`src/rtl/mpc_pkg.sv`:
```
// ----------------------------------------------------------------------------
// Mandelbrot pixel colorizer package
// Number format, configuration record, reset values and color palette.
// ----------------------------------------------------------------------------
`default_nettype none

package mpc_pkg;

   localparam int COORD_BITS     = 32;
   localparam int FRAC_BITS      = COORD_BITS - 4;
   localparam int PROD_BITS      = 2 * COORD_BITS;
   localparam int SQ_BITS        = COORD_BITS - 1;
   localparam int ITER_BITS      = 16;
   localparam int DIM_FIELD_BITS = 13;
   localparam int COLOR_BITS     = 8;
   localparam int PALETTE_SIZE   = 16;
   localparam int PAL_IDX_BITS   = $clog2(PALETTE_SIZE);
   localparam int MAX_DIM_DEF    = 4096;
   localparam int CSR_DATA_BITS  = 32;
   localparam int CSR_ADDR_BITS  = 5;

   typedef logic signed [COORD_BITS-1:0] coord_type;

   localparam coord_type COORD_MAX = {1'b0, {(COORD_BITS-1){1'b1}}};
   localparam coord_type COORD_MIN = {1'b1, {(COORD_BITS-1){1'b0}}};

   // |z|^2 escape bound of 4.0 in the format of a saturated square sum
   localparam logic [SQ_BITS:0] ESCAPE_LIMIT =
      {{(SQ_BITS-FRAC_BITS-2){1'b0}}, 1'b1, {(FRAC_BITS+2){1'b0}}};

   typedef struct packed {
      coord_type                 start_real;
      coord_type                 start_imag;
      coord_type                 step;
      logic [DIM_FIELD_BITS-1:0] frame_width;
      logic [DIM_FIELD_BITS-1:0] frame_height;
      logic [ITER_BITS-1:0]      max_iter;
   } cfg_type;

   localparam cfg_type CFG_RESET = '{
      start_real:   coord_type'(-536870912),
      start_imag:   coord_type'(-268435456),
      step:         coord_type'(1677722),
      frame_width:  DIM_FIELD_BITS'(640),
      frame_height: DIM_FIELD_BITS'(480),
      max_iter:     ITER_BITS'(256)
   };

   typedef struct packed {
      logic [COLOR_BITS-1:0] blue;
      logic [COLOR_BITS-1:0] green;
      logic [COLOR_BITS-1:0] red;
   } color_type;

   function automatic color_type palette_lookup(input logic [PAL_IDX_BITS-1:0] idx);
      color_type c;
      unique case (idx)
         4'd0:    c = {8'd66,  8'd30,  8'd15};
         4'd1:    c = {8'd0,   8'd0,   8'd32};
         4'd2:    c = {8'd9,   8'd1,   8'd47};
         4'd3:    c = {8'd4,   8'd4,   8'd73};
         4'd4:    c = {8'd0,   8'd7,   8'd100};
         4'd5:    c = {8'd12,  8'd44,  8'd138};
         4'd6:    c = {8'd24,  8'd82,  8'd177};
         4'd7:    c = {8'd57,  8'd125, 8'd209};
         4'd8:    c = {8'd134, 8'd181, 8'd229};
         4'd9:    c = {8'd211, 8'd236, 8'd248};
         4'd10:   c = {8'd241, 8'd233, 8'd191};
         4'd11:   c = {8'd248, 8'd201, 8'd95};
         4'd12:   c = {8'd255, 8'd170, 8'd0};
         4'd13:   c = {8'd204, 8'd128, 8'd0};
         4'd14:   c = {8'd153, 8'd87,  8'd0};
         4'd15:   c = {8'd106, 8'd52,  8'd3};
         default: c = '0;
      endcase
      return c;
   endfunction

endpackage

`default_nettype wire

```
`src/rtl/mpc_csr.sv`:
```
// ----------------------------------------------------------------------------
// Mandelbrot pixel colorizer register file
// APB-style slave holding the frame and iteration settings.
// ----------------------------------------------------------------------------
`default_nettype none

module mpc_csr import mpc_pkg::*; (
   input  wire                      clock,
   input  wire                      reset,
   input  wire                      psel,
   input  wire                      penable,
   input  wire                      pwrite,
   input  wire [CSR_ADDR_BITS-1:0]  paddr,
   input  wire [CSR_DATA_BITS-1:0]  pwdata,
   output logic [CSR_DATA_BITS-1:0] prdata,
   output logic                     pready,
   output cfg_type                  cfg
);

   localparam int IDX_BITS = CSR_ADDR_BITS - 2;

   localparam logic [IDX_BITS-1:0] REG_START_REAL = IDX_BITS'(0);
   localparam logic [IDX_BITS-1:0] REG_START_IMAG = IDX_BITS'(1);
   localparam logic [IDX_BITS-1:0] REG_STEP       = IDX_BITS'(2);
   localparam logic [IDX_BITS-1:0] REG_WIDTH      = IDX_BITS'(3);
   localparam logic [IDX_BITS-1:0] REG_HEIGHT     = IDX_BITS'(4);
   localparam logic [IDX_BITS-1:0] REG_MAX_ITER   = IDX_BITS'(5);

   cfg_type             cfg_ff;
   cfg_type             cfg_in;
   logic [IDX_BITS-1:0] reg_idx;
   logic                wr_en;

   assign reg_idx = paddr[CSR_ADDR_BITS-1:2];
   assign pready  = 1'b1;
   assign wr_en   = psel & penable & pwrite;
   assign cfg     = cfg_ff;

   always_comb begin
      cfg_in = cfg_ff;
      if (wr_en) begin
         unique case (reg_idx)
            REG_START_REAL: cfg_in.start_real   = coord_type'(pwdata);
            REG_START_IMAG: cfg_in.start_imag   = coord_type'(pwdata);
            REG_STEP:       cfg_in.step         = coord_type'(pwdata);
            REG_WIDTH:      cfg_in.frame_width  = pwdata[DIM_FIELD_BITS-1:0];
            REG_HEIGHT:     cfg_in.frame_height = pwdata[DIM_FIELD_BITS-1:0];
            REG_MAX_ITER:   cfg_in.max_iter     = pwdata[ITER_BITS-1:0];
            default:        cfg_in = cfg_ff;
         endcase
      end
   end

   always_comb begin
      unique case (reg_idx)
         REG_START_REAL: prdata = CSR_DATA_BITS'(unsigned'(cfg_ff.start_real));
         REG_START_IMAG: prdata = CSR_DATA_BITS'(unsigned'(cfg_ff.start_imag));
         REG_STEP:       prdata = CSR_DATA_BITS'(unsigned'(cfg_ff.step));
         REG_WIDTH:      prdata = CSR_DATA_BITS'(cfg_ff.frame_width);
         REG_HEIGHT:     prdata = CSR_DATA_BITS'(cfg_ff.frame_height);
         REG_MAX_ITER:   prdata = CSR_DATA_BITS'(cfg_ff.max_iter);
         default:        prdata = '0;
      endcase
   end

   always_ff @(posedge clock) begin
      if (reset) begin
         cfg_ff <= CFG_RESET;
      end else begin
         cfg_ff <= cfg_in;
      end
   end

endmodule

`default_nettype wire

```
`src/rtl/mpc_raster.sv`:
```
// ----------------------------------------------------------------------------
// Mandelbrot pixel colorizer raster walker
// Column and row counters with the running point c of the current pixel.
// ----------------------------------------------------------------------------
`default_nettype none

module mpc_raster import mpc_pkg::*; #(
   parameter int MAX_DIM = MAX_DIM_DEF
) (
   input  wire       clock,
   input  wire       reset,
   input  wire       accept,
   input  wire       frame_start,
   input  cfg_type   cfg,
   output coord_type c_real,
   output coord_type c_imag,
   output logic      frame_last
);

   localparam int CNT_W = $clog2(MAX_DIM);
   localparam int DIM_W = CNT_W + 1;
   localparam int CMP_W = (DIM_W > DIM_FIELD_BITS) ? DIM_W : DIM_FIELD_BITS;

   logic [CNT_W-1:0] column_ff, column_in;
   logic [CNT_W-1:0] row_ff, row_in;
   coord_type        point_real_ff, point_real_in;
   coord_type        point_imag_ff, point_imag_in;

   logic [CNT_W-1:0] col_cur, row_cur;
   logic [CMP_W-1:0] col_next, row_next;
   logic [CMP_W-1:0] width_lim, height_lim;
   logic             col_wrap, row_wrap;

   function automatic logic [CMP_W-1:0] clamp_dim(input logic [DIM_FIELD_BITS-1:0] d);
      logic [CMP_W-1:0] ext;
      ext = CMP_W'(d);
      if (d == '0) begin
         return CMP_W'(1);
      end
      if (ext > CMP_W'(MAX_DIM)) begin
         return CMP_W'(MAX_DIM);
      end
      return ext;
   endfunction

   // frame_start restarts at the corner before this pixel is taken
   assign col_cur = frame_start ? '0 : column_ff;
   assign row_cur = frame_start ? '0 : row_ff;
   assign c_real  = frame_start ? cfg.start_real : point_real_ff;
   assign c_imag  = frame_start ? cfg.start_imag : point_imag_ff;

   assign width_lim  = clamp_dim(cfg.frame_width);
   assign height_lim = clamp_dim(cfg.frame_height);
   assign col_next   = CMP_W'(col_cur) + CMP_W'(1);
   assign row_next   = CMP_W'(row_cur) + CMP_W'(1);
   assign col_wrap   = col_next >= width_lim;
   assign row_wrap   = row_next >= height_lim;
   assign frame_last = col_wrap & row_wrap;

   always_comb begin
      column_in     = column_ff;
      row_in        = row_ff;
      point_real_in = point_real_ff;
      point_imag_in = point_imag_ff;
      if (accept) begin
         if (col_wrap) begin
            column_in     = '0;
            point_real_in = cfg.start_real;
            if (row_wrap) begin
               row_in        = '0;
               point_imag_in = cfg.start_imag;
            end else begin
               row_in        = row_next[CNT_W-1:0];
               point_imag_in = c_imag + cfg.step;
            end
         end else begin
            column_in     = col_next[CNT_W-1:0];
            row_in        = row_cur;
            point_real_in = c_real + cfg.step;
            point_imag_in = c_imag;
         end
      end
   end

   always_ff @(posedge clock) begin
      if (reset) begin
         column_ff     <= '0;
         row_ff        <= '0;
         point_real_ff <= CFG_RESET.start_real;
         point_imag_ff <= CFG_RESET.start_imag;
      end else begin
         column_ff     <= column_in;
         row_ff        <= row_in;
         point_real_ff <= point_real_in;
         point_imag_ff <= point_imag_in;
      end
   end

endmodule

`default_nettype wire

```
`src/rtl/mpc_mul.sv`:
```
// ----------------------------------------------------------------------------
// Mandelbrot pixel colorizer multiplier
// Shared signed multiplier with a registered full-width product.
// ----------------------------------------------------------------------------
`default_nettype none

module mpc_mul import mpc_pkg::*; (
   input  wire                            clock,
   input  coord_type                      op_a,
   input  coord_type                      op_b,
   output logic signed [PROD_BITS-1:0]    prod
);

   logic signed [PROD_BITS-1:0] prod_ff, prod_in;

   assign prod_in = PROD_BITS'(op_a) * PROD_BITS'(op_b);
   assign prod    = prod_ff;

   always_ff @(posedge clock) begin
      prod_ff <= prod_in;
   end

endmodule

`default_nettype wire

```
`src/rtl/mpc_iter.sv`:
```
// ----------------------------------------------------------------------------
// Mandelbrot pixel colorizer iteration engine
// Sequencer that runs z = z*z + c on the shared multiplier and colors the pixel.
// ----------------------------------------------------------------------------
`default_nettype none

module mpc_iter import mpc_pkg::*; (
   input  wire                    clock,
   input  wire                    reset,
   input  wire                    accept,
   input  coord_type              c_real,
   input  coord_type              c_imag,
   input  wire                    frame_last,
   input  wire [ITER_BITS-1:0]    max_iter,
   input  wire                    rsp_stall,
   output logic                   busy,
   output logic                   rsp_valid,
   output logic [COLOR_BITS-1:0]  rsp_blue,
   output logic [COLOR_BITS-1:0]  rsp_green,
   output logic [COLOR_BITS-1:0]  rsp_red,
   output logic [ITER_BITS-1:0]   rsp_iter_count,
   output logic                   rsp_inside_set,
   output logic                   rsp_frame_end
);

   localparam int XY_W  = PROD_BITS - FRAC_BITS + 1;
   localparam int NZI_W = XY_W + 1;
   localparam int NZR_W = COORD_BITS + 2;
   localparam int SQ_W  = PROD_BITS - FRAC_BITS;

   typedef enum logic [2:0] {
      ST_IDLE,
      ST_ISSUE,
      ST_UPDATE,
      ST_SQ_RE,
      ST_SQ_IM,
      ST_CHECK,
      ST_DONE
   } state_type;

   state_type            state_ff, state_in;
   coord_type            cr_ff, cr_in;
   coord_type            ci_ff, ci_in;
   logic                 last_ff, last_in;
   coord_type            zr_ff, zr_in;
   coord_type            zi_ff, zi_in;
   logic [SQ_BITS-1:0]   zr2_ff, zr2_in;
   logic [SQ_BITS-1:0]   zi2_ff, zi2_in;
   logic                 ovf_ff, ovf_in;
   logic [ITER_BITS-1:0] iter_ff, iter_in;
   logic                 inside_ff, inside_in;

   logic                  rsp_valid_ff, rsp_valid_in;
   color_type             color_ff, color_in;
   logic [ITER_BITS-1:0]  rsp_iter_ff, rsp_iter_in;
   logic                  rsp_inside_ff, rsp_inside_in;
   logic                  rsp_end_ff, rsp_end_in;

   coord_type                   mul_a, mul_b;
   logic signed [PROD_BITS-1:0] prod;

   logic signed [XY_W-1:0]     xy_scaled;
   logic signed [NZI_W-1:0]    nzi_sum;
   logic signed [NZR_W-1:0]    nzr_sum;
   logic [NZI_W-COORD_BITS:0]  nzi_hi;
   logic [NZR_W-COORD_BITS:0]  nzr_hi;
   coord_type                  nzi_sat, nzr_sat;
   logic [SQ_W-1:0]            sq;
   logic                       sq_ovf;
   logic [SQ_BITS-1:0]         sq_sat;
   logic [SQ_BITS:0]           mag;
   logic                       escape;
   logic [ITER_BITS-1:0]       iter_next;
   logic                       last_iter;
   logic                       out_free;

   mpc_mul u_mul (
      .clock (clock),
      .op_a  (mul_a),
      .op_b  (mul_b),
      .prod  (prod)
   );

   // one product per cycle: zr*zi, then zr*zr, then zi*zi
   always_comb begin
      case (state_ff)
         ST_SQ_RE: begin
            mul_a = zr_ff;
            mul_b = zr_ff;
         end
         ST_SQ_IM: begin
            mul_a = zi_ff;
            mul_b = zi_ff;
         end
         default: begin
            mul_a = zr_ff;
            mul_b = zi_ff;
         end
      endcase
   end

   // 2*zr*zi + ci and zr^2 - zi^2 + cr, saturated to the coordinate range
   assign xy_scaled = $signed(prod[PROD_BITS-1:FRAC_BITS-1]);
   assign nzi_sum   = NZI_W'(xy_scaled) + NZI_W'(ci_ff);
   assign nzr_sum   = $signed(NZR_W'(zr2_ff)) - $signed(NZR_W'(zi2_ff)) + NZR_W'(cr_ff);
   assign nzi_hi    = nzi_sum[NZI_W-1:COORD_BITS-1];
   assign nzr_hi    = nzr_sum[NZR_W-1:COORD_BITS-1];
   assign nzi_sat   = ((&nzi_hi) | ~(|nzi_hi)) ? nzi_sum[COORD_BITS-1:0] :
                      (nzi_sum[NZI_W-1] ? COORD_MIN : COORD_MAX);
   assign nzr_sat   = ((&nzr_hi) | ~(|nzr_hi)) ? nzr_sum[COORD_BITS-1:0] :
                      (nzr_sum[NZR_W-1] ? COORD_MIN : COORD_MAX);

   // squares are never negative; clip to the largest coordinate
   assign sq     = prod[PROD_BITS-1:FRAC_BITS];
   assign sq_ovf = |sq[SQ_W-1:SQ_BITS];
   assign sq_sat = sq_ovf ? {SQ_BITS{1'b1}} : sq[SQ_BITS-1:0];

   assign mag       = (SQ_BITS+1)'(zr2_ff) + (SQ_BITS+1)'(sq_sat);
   assign escape    = ovf_ff | sq_ovf | (mag > ESCAPE_LIMIT);
   assign iter_next = iter_ff + ITER_BITS'(1);
   assign last_iter = iter_next == max_iter;
   assign out_free  = ~rsp_valid_ff | ~rsp_stall;

   always_comb begin
      state_in      = state_ff;
      cr_in         = cr_ff;
      ci_in         = ci_ff;
      last_in       = last_ff;
      zr_in         = zr_ff;
      zi_in         = zi_ff;
      zr2_in        = zr2_ff;
      zi2_in        = zi2_ff;
      ovf_in        = ovf_ff;
      iter_in       = iter_ff;
      inside_in     = inside_ff;
      rsp_valid_in  = rsp_valid_ff & rsp_stall;
      color_in      = color_ff;
      rsp_iter_in   = rsp_iter_ff;
      rsp_inside_in = rsp_inside_ff;
      rsp_end_in    = rsp_end_ff;

      unique case (state_ff)
         ST_IDLE: begin
            if (accept) begin
               cr_in     = c_real;
               ci_in     = c_imag;
               last_in   = frame_last;
               zr_in     = '0;
               zi_in     = '0;
               zr2_in    = '0;
               zi2_in    = '0;
               ovf_in    = 1'b0;
               iter_in   = '0;
               inside_in = 1'b1;
               // a zero limit runs no iteration at all
               state_in  = (max_iter == '0) ? ST_DONE : ST_ISSUE;
            end
         end
         ST_ISSUE: begin
            state_in = ST_UPDATE;
         end
         ST_UPDATE: begin
            zr_in    = nzr_sat;
            zi_in    = nzi_sat;
            state_in = ST_SQ_RE;
         end
         ST_SQ_RE: begin
            state_in = ST_SQ_IM;
         end
         ST_SQ_IM: begin
            zr2_in   = sq_sat;
            ovf_in   = sq_ovf;
            state_in = ST_CHECK;
         end
         ST_CHECK: begin
            zi2_in  = sq_sat;
            iter_in = iter_next;
            if (escape || last_iter) begin
               inside_in = last_iter;
               state_in  = ST_DONE;
            end else begin
               state_in  = ST_UPDATE;
            end
         end
         ST_DONE: begin
            if (out_free) begin
               rsp_valid_in  = 1'b1;
               color_in      = inside_ff ? '0 : palette_lookup(iter_ff[PAL_IDX_BITS-1:0]);
               rsp_iter_in   = iter_ff;
               rsp_inside_in = inside_ff;
               rsp_end_in    = last_ff;
               state_in      = ST_IDLE;
            end
         end
         default: begin
            state_in = ST_IDLE;
         end
      endcase
   end

   always_ff @(posedge clock) begin
      if (reset) begin
         state_ff     <= ST_IDLE;
         rsp_valid_ff <= 1'b0;
      end else begin
         state_ff     <= state_in;
         rsp_valid_ff <= rsp_valid_in;
      end
      cr_ff         <= cr_in;
      ci_ff         <= ci_in;
      last_ff       <= last_in;
      zr_ff         <= zr_in;
      zi_ff         <= zi_in;
      zr2_ff        <= zr2_in;
      zi2_ff        <= zi2_in;
      ovf_ff        <= ovf_in;
      iter_ff       <= iter_in;
      inside_ff     <= inside_in;
      color_ff      <= color_in;
      rsp_iter_ff   <= rsp_iter_in;
      rsp_inside_ff <= rsp_inside_in;
      rsp_end_ff    <= rsp_end_in;
   end

   assign busy           = state_ff != ST_IDLE;
   assign rsp_valid      = rsp_valid_ff;
   assign rsp_blue       = color_ff.blue;
   assign rsp_green      = color_ff.green;
   assign rsp_red        = color_ff.red;
   assign rsp_iter_count = rsp_iter_ff;
   assign rsp_inside_set = rsp_inside_ff;
   assign rsp_frame_end  = rsp_end_ff;

endmodule

`default_nettype wire

```
`src/rtl/mandelbrot_pixel_colorizer.sv`:
```
// ----------------------------------------------------------------------------
// Mandelbrot pixel colorizer
// Escape-time renderer with a 16-color palette, one pixel per input item.
// ----------------------------------------------------------------------------
// Each input item renders the next pixel of the frame in raster order and
// returns one colored result. A pixel runs up to max_iter iterations; one
// 32x32 multiplier is shared for the products zr*zi, zr*zr and zi*zi of
// every iteration, and a separate update step forms the new z. A zero limit
// runs no iteration. The block takes no new item while a pixel is being
// iterated; a finished pixel sits in an output register, so the next item is
// taken while it waits. There is no clearing pass.
`default_nettype none

module mandelbrot_pixel_colorizer import mpc_pkg::*; #(
   parameter int MAX_DIM = MAX_DIM_DEF
) (
   input  wire                      clock,
   input  wire                      reset,
   input  wire                      req_valid,
   output logic                     req_stall,
   input  wire                      req_frame_start,
   output logic                     rsp_valid,
   input  wire                      rsp_stall,
   output logic [COLOR_BITS-1:0]    rsp_blue,
   output logic [COLOR_BITS-1:0]    rsp_green,
   output logic [COLOR_BITS-1:0]    rsp_red,
   output logic [ITER_BITS-1:0]     rsp_iter_count,
   output logic                     rsp_inside_set,
   output logic                     rsp_frame_end,
   input  wire                      csr_psel,
   input  wire                      csr_penable,
   input  wire                      csr_pwrite,
   input  wire [CSR_ADDR_BITS-1:0]  csr_paddr,
   input  wire [CSR_DATA_BITS-1:0]  csr_pwdata,
   output logic [CSR_DATA_BITS-1:0] csr_prdata,
   output logic                     csr_pready
);

   cfg_type   cfg;
   coord_type c_real, c_imag;
   logic      frame_last;
   logic      accept;
   logic      busy;

   assign req_stall = busy;
   assign accept    = req_valid & ~busy;

   mpc_csr u_csr (
      .clock   (clock),
      .reset   (reset),
      .psel    (csr_psel),
      .penable (csr_penable),
      .pwrite  (csr_pwrite),
      .paddr   (csr_paddr),
      .pwdata  (csr_pwdata),
      .prdata  (csr_prdata),
      .pready  (csr_pready),
      .cfg     (cfg)
   );

   mpc_raster #(
      .MAX_DIM (MAX_DIM)
   ) u_raster (
      .clock       (clock),
      .reset       (reset),
      .accept      (accept),
      .frame_start (req_frame_start),
      .cfg         (cfg),
      .c_real      (c_real),
      .c_imag      (c_imag),
      .frame_last  (frame_last)
   );

   mpc_iter u_iter (
      .clock          (clock),
      .reset          (reset),
      .accept         (accept),
      .c_real         (c_real),
      .c_imag         (c_imag),
      .frame_last     (frame_last),
      .max_iter       (cfg.max_iter),
      .rsp_stall      (rsp_stall),
      .busy           (busy),
      .rsp_valid      (rsp_valid),
      .rsp_blue       (rsp_blue),
      .rsp_green      (rsp_green),
      .rsp_red        (rsp_red),
      .rsp_iter_count (rsp_iter_count),
      .rsp_inside_set (rsp_inside_set),
      .rsp_frame_end  (rsp_frame_end)
   );

endmodule

`default_nettype wire

```
`config.mk`:
```
export PLATFORM = sky130hd
export DESIGN_NAME = mandelbrot_pixel_colorizer
export DESIGN_NICKNAME = d
export VERILOG_FILES = /design/src/rtl/mpc_pkg.sv /design/src/rtl/mpc_csr.sv /design/src/rtl/mpc_raster.sv /design/src/rtl/mpc_mul.sv /design/src/rtl/mpc_iter.sv /design/src/rtl/mandelbrot_pixel_colorizer.sv
export SDC_FILE = /design/constraint.sdc
export NUM_CORES = 2
export LEC_CHECK = 0
export ABC_CLOCK_PERIOD_IN_PS = 23500
export BUFFER_PORTS_ARGS = -buffer_cell sky130_fd_sc_hd__buf_2
export CAP_MARGIN = 20
export CORE_ASPECT_RATIO = 1.4
export CORE_MARGIN = 3
export CORE_UTILIZATION = 40
export DETAILED_ROUTE_END_ITERATION = 16
export SETUP_SLACK_MARGIN = 0.05
export SYNTH_ARGS = -nofsm -noshare
export SYNTH_HDL_FRONTEND = slang
export SYNTH_SLANG_ARGS = --single-unit
```
`constraint.sdc`:
```
create_clock -name clock -period 23.5 [get_ports clock]
set_input_delay 4.7 -clock clock [delete_from_list [all_inputs] [get_ports clock]]
set_output_delay 4.7 -clock clock [all_outputs]
set_load 0.1 [all_outputs]
```
# Word-level counts from Yosys, hierarchy flattened
# Memory sizes are Yosys's and may differ from the RTL's. A register that Yosys moved wholly into a read port is not among the register bits.
# Index checks and enable logic that the tools add are counted.
op_classes:
  div_mod_pow: 0
  eq_ne: 15
  addsub: 9
  bitwise_logic: 15
  magnitude_cmp: 5
  shifts: 0
  n_reduce_logical: 28
  n_mux: 52
  multipliers: 1
op_table:
  columns: ["op", "count"]
  rows:
  - ["32-bit 2-to-1 mux", 12]
  - ["32-bit one-hot mux with 6 select lines", 1]
  - ["32-bit one-hot mux with 2 select lines", 2]
  - ["31-bit one-hot mux with 2 select lines", 2]
  - ["13-bit 2-to-1 mux", 8]
  - ["32-bit adder", 2]
  - ["32-bit by 32-bit multiplier with 64-bit output", 1]
  - ["31-bit 2-to-1 mux", 2]
  - ["12-bit 2-to-1 mux", 5]
  - ["37-bit by 32-bit adder with 38-bit output", 1]
  - ["32-bit by 32-bit adder with 33-bit output", 1]
  - ["31-bit by 31-bit adder with 32-bit output", 1]
  - ["32-bit by 31-bit > comparator with 1-bit output, second input constant", 1]
  - ["16-bit one-hot mux with 2 select lines", 1]
  - ["31-bit by 31-bit subtractor with 32-bit output", 1]
  - ["12-bit by 1-bit adder with 13-bit output, second input constant", 2]
  - ["13-bit greater-or-equal comparator", 2]
  - ["13-bit > comparator, second input constant", 2]
  - ["13-bit zero test", 2]
  - ["2-bit AND reduction", 12]
  - ["3-bit one-hot mux with 7 select lines", 1]
  - ["16-bit by 1-bit adder with 16-bit output, second input constant", 1]
  - ["16-bit equality test", 1]
  - ["16-bit zero test", 1]
  - ["other kinds (21)", 60]
word_totals:
  ff_bits: 521
  in_bits: 45
  mem_bits_rw: 0
  output_inout_bits: 77
  latchBits: 0
  memories: 1
  mem_bits_ro: 384
  wordCells: 152
memory_table:
  columns: ["memory", "words", "width", "read_ports", "rd_clocked_by_memory_dff", "wr", "line_no", "text"]
  rows:
  - ["(name not given)", 16, 24, 1, 1, 0, "mpc_pkg.sv:57", "unique case (idx)"]

# Longest topological paths before layout
depth:
  ltp_word: 8
  ltp_mapped: 36
  depth_no_buf: 33

# By module
# A second synthesis with hierarchy kept.
hier_totals:
  hier_cells: 7743
  hier_area_um2: 71103.2
by_module_without_submodules:
  columns: ["mod", "area_per_inst_um2", "seq_area_each_um2", "cells_per_inst", "instances"]
  rows:
  - ["mpc_mul", 37437.2, 1281.2, 3946, 1]
  - ["mpc_iter", 17948.5, 7617.3, 1858, 1]
  - ["mpc_raster", 8986.1, 1761.7, 1198, 1]
  - ["mpc_csr", 6717.7, 2762.6, 740, 1]
  - ["mandelbrot_pixel_colorizer", 13.8, 0.0, 1, 1]

# Least setup slack after synthesis
# No wires, ideal clock.
synth_path:
  path_type: "input-to-output"
  start: "in csr_paddr[2]"
  end: "out csr_prdata[13]"
  arrival_time_ps: 7893
  stages: 5
  slack_ps: 10907
  required_ps: 18800
  path_buffers: 3
  path_cell_list: "clkbuf_1 > buf_1 > clkbuf_1 > a31oi_1 > o21ai_0"
synth_between:
  elab_chain_cells: 2
  word_cells_on_any_way: 7
  classes_between: "5 x eq/ne; 1 x mux; 1 x reduce/logical"
synth_lines:
  columns: ["item", "line_no", "text"]
  rows:
  - ["start: declaration", "mandelbrot_pixel_colorizer.sv:33", "input wire [CSR_ADDR_BITS-1:0] csr_paddr,"]
  - ["3-bit equality test, or another cell as far along", "mpc_csr.sv:55", "unique case (reg_idx)"]
  - ["32-bit one-hot mux with 6 select lines *", "mpc_csr.sv:55", null]
  - ["end: declaration", "mandelbrot_pixel_colorizer.sv:35", "output logic [CSR_DATA_BITS-1:0] csr_prdata,"]
# Every way passes the cells marked *; elsewhere a longest branch is shown, timed or not.

# Worst setup path after layout
layout_path:
  start: "in csr_paddr[3]"
  end: "out csr_prdata[18]"
# Same word-level chain as after synthesis.

==> metrics.md <==
| Metric | Value |
|---|---|
| Syn Nets | `between 9000 and 10000` |
| Max_slew headroom | `20.1%` |
| DR pass1 iterations | `6` |
| Number of hold buffers added after CTS | `0` |
| Max Slew Vio Count | `0` |
| Max clock buf depth | `3` |
| TritonCTS Buffers | `just over 50` |
| I/O pin cnt | `about 120` |
| Status | `finished, final reports clean` |
| Number of core rows | `178` |
| Worst-Margin Slew | `1.20 ns` |
| Post-layout min period | `11.77 ns` |
| Arrival time worst endpoint | `between 7 and 8 ns` |
| Wirelength per Cell | `approximately 22 µm` |
| Die area | `175000 µm²` |
| Register area share after synthesis | `a little under a fifth` |
| GRT Total Usage | `between 20 and 30%` |
| Yosys cell types | `95` |
| Clock Sink Count | `about 520` |
| Initial DRC count | `between 3000 and 4000` |
| Commonest non-fill, non-tap cells in the layout | `1162 x nand2_1, 1122 x inv_1, 1087 x fa_1, 888 x nor2_1, 413 x ha_1` |
| Vias per inst | `5.52` |
| Mean Syn Cell Area | `8.90 µm²` |
| Core area | `around 170000 µm²` |
| Min-delay worst type | `reg -> reg` |
| Synth Cell Area | `67800 µm²` |
| Crit path required time | `roughly 19 ns` |
| First-pass GRT wire length | `approximately 340000 µm` |
| Final wirelength | `between 200000 and 250000 µm` |
| Final Hold Fails | `0` |
| EDFF count, synth | `251` |
| Ys flop type | `dfxtp_1` |
| Max Freq | `roughly 0.085 GHz` |
| Final setup fails | `0` |
| Via count of the first global-routing pass | `57800` |
| Worst reg-to-reg setup slack | `12.35 ns` |
| GRT overflow | `0` |
| Commonest non-fill, non-tap cell in the layout | `nand2_1` |
| Layout cells sized above 1 | `approximately 6.8%` |
| CP max FO | `31` |
| Hold Path Depth | `2` |
| Via count | `54400` |
| RSZ-0062 raised after global routing | `false` |
| Startpoint types | `input port` |
| Die Width | `approximately 350 µm` |
| Port buffer count | `between 100 and 150` |
| Worst R2R Path Depth | `34` |
| Skew-Pair Late Insertion Delay | `roughly 0.65 ns` |
| Critical Path End Type | `primary output` |
| Setup crit start | `csr_paddr[3]` |
| Setup TNS | `0 ns` |
| Post-CTS sizing | `0` |
| Initial cell density of the core | `between 40% and 50%` |
| Initial antenna violation count | `4` |
| Worst Skew | `between 0.04 and 0.05 ns` |
| Detailed-route DRC error count | `0` |
| Nets@finish | `approximately 9100` |
| Dpl cell area | `around 71000 µm²` |
| Max Cap Viol | `0` |
| Worst flop-to-flop path startpoint | `u_iter.state_ff[2]` |
| CTS tree | `yes` |
| P&R area growth vs syn | `7.71%` |
| #FFs+latches synth | `approximately 520` |
| Crit Path Class | `in -> out` |
| Die Ht | `around 490 µm` |
| Largest net degree at the start of global routing | `roughly 100` |
| Design area | `73100 µm²` |
| Number of post-CTS setup repair buffers | `0` |
| H-tree depth | `2` |
| Yosys warns | `0` |
| Placer congestion estimate | `0.969` |
| Hold WS | `between 0.4 and 0.5 ns` |
| Async SR Flop Fraction | `0%` |
| CTS root buf | `clkbuf_16` |
| Final cycle utilization of the critical path | `between 50% and 60%` |
| Clk slew on worst S/H paths | `about 0.070 ns` |
| Hold Startpoint | `u_raster.point_imag_ff[1]` |
| Routed Antenna Nets | `0` |
| Mapped Cells | `~7600` |
| Post-detail-place hpwl | `173000 µm` |
state kept, by name (all words and copies together), names as in the netlist, 31 cells and up:
name / cells
u_iter.zr2_ff: 31
u_iter.cr_ff: 32
u_iter.u_mul.prod: 37
u_iter.zr_ff: 32
u_iter.zi_ff: 32
u_raster.point_imag_ff: 32
u_iter.zi2_ff: 31
u_csr.cfg: 138
u_iter.ci_ff: 32
u_raster.point_real_ff: 32
Yosys cell counts (11+ instances only):
master / count / share of area (%)
a2111oi_0: 11 / 0.14
a211o_1: 16 / 0.21
a211oi_1: 52 / 0.58
a21o_1: 135 / 1.5
a21oi_1: 381 / 2.8
a22oi_1: 29 / 0.32
a311oi_1: 28 / 0.36
a31oi_1: 37 / 0.34
and2_1: 32 / 0.30
and3_1: 37 / 0.34
buf_1: 31 / 0.17
clkbuf_1: 312 / 1.7
dfxtp_1: 267 / 7.9
edfxtp_1: 251 / 11
fa_1: 1087 / 32
ha_1: 413 / 7.6
inv_1: 1123 / 6.2
mux2_2: 104 / 1.7
mux2i_1: 106 / 1.6
nand2_1: 1165 / 6.4
nand2b_1: 52 / 0.48
nand3_1: 89 / 0.66
nand3b_1: 36 / 0.40
nand4_1: 36 / 0.33
nor2_1: 889 / 4.9
nor2b_1: 38 / 0.35
nor3_1: 63 / 0.46
nor4_1: 32 / 0.30
o2111ai_1: 12 / 0.15
o211ai_1: 60 / 0.66
o21a_1: 43 / 0.48
o21ai_0: 172 / 1.3
o21bai_1: 14 / 0.15
o31ai_1: 17 / 0.19
or3_1: 20 / 0.18
xnor2_1: 148 / 1.9
xor2_1: 76 / 0.98
cell type report:
class,count,area [µm²]
inverter,1126,4230
antenna,2,5.00
clock buffer,62,1460
fill,16700,95300
multi-input combinational,5626,49700
clock inverter,34,407
sequential,518,12900
tap,2250,2820
timing repair buffer,240,1590
metrics by stage:
stage	setup slack (ns)	instances	util [%]
2_1_floorplan	10.91	7619	-
3_3_place_gp	11.77	9753	42.2
3_5_place_dp	11.78	9757	42.2
4_1_cts	11.77	9853	43.4
5_1_grt	11.65	9857	43.4
6_report	11.73	9858	43.4
final timing paths:
path	endpoint
setup / recovery	csr_prdata[18]
hold / removal	u_raster.point_imag_ff[1]
setup reg to reg	u_iter.u_mul.prod[61]
hold reg to reg	u_raster.point_imag_ff[1]
cell families after synthesis:
| kind of cell | after synthesis | share of synthesized area, % |
|---|---|---|
| flip-flops | 518 | 19.0 |
| XOR/XNOR | 226 | 2.96 |
| multiplexers | 212 | 3.36 |
| AND/OR/NAND/NOR | 2537 | 15.7 |
| adder cells (fa/ha/maj) | 1500 | 39.7 |
| buffers and inverters | 1475 | 8.19 |
| other | 1 | 0.00553 |
| AO/OA/AOI/OAI | 1150 | 11.1 |
critical path, cell delays in order:
cell and delay [ns]:
buf_2 0.23, buf_4 0.34, nor2b_1 0.66, buf_4 0.33, a21oi_1 0.09, nor2_1 0.19, buf_2 0.47
routing by layer:
layer	vias up	track usage [%]	share of wire [%]
li1	24500	-	-
met1	27300	28.7	36
met2	2060	45.2	50
met3	656	3.61	6.2
met4	4	14.7	7.2
met5	-	0	0.014
Power is left out: the tool's default activity adds up to more than one toggle a clock period on the data nets, which glitch-free logic cannot reach.
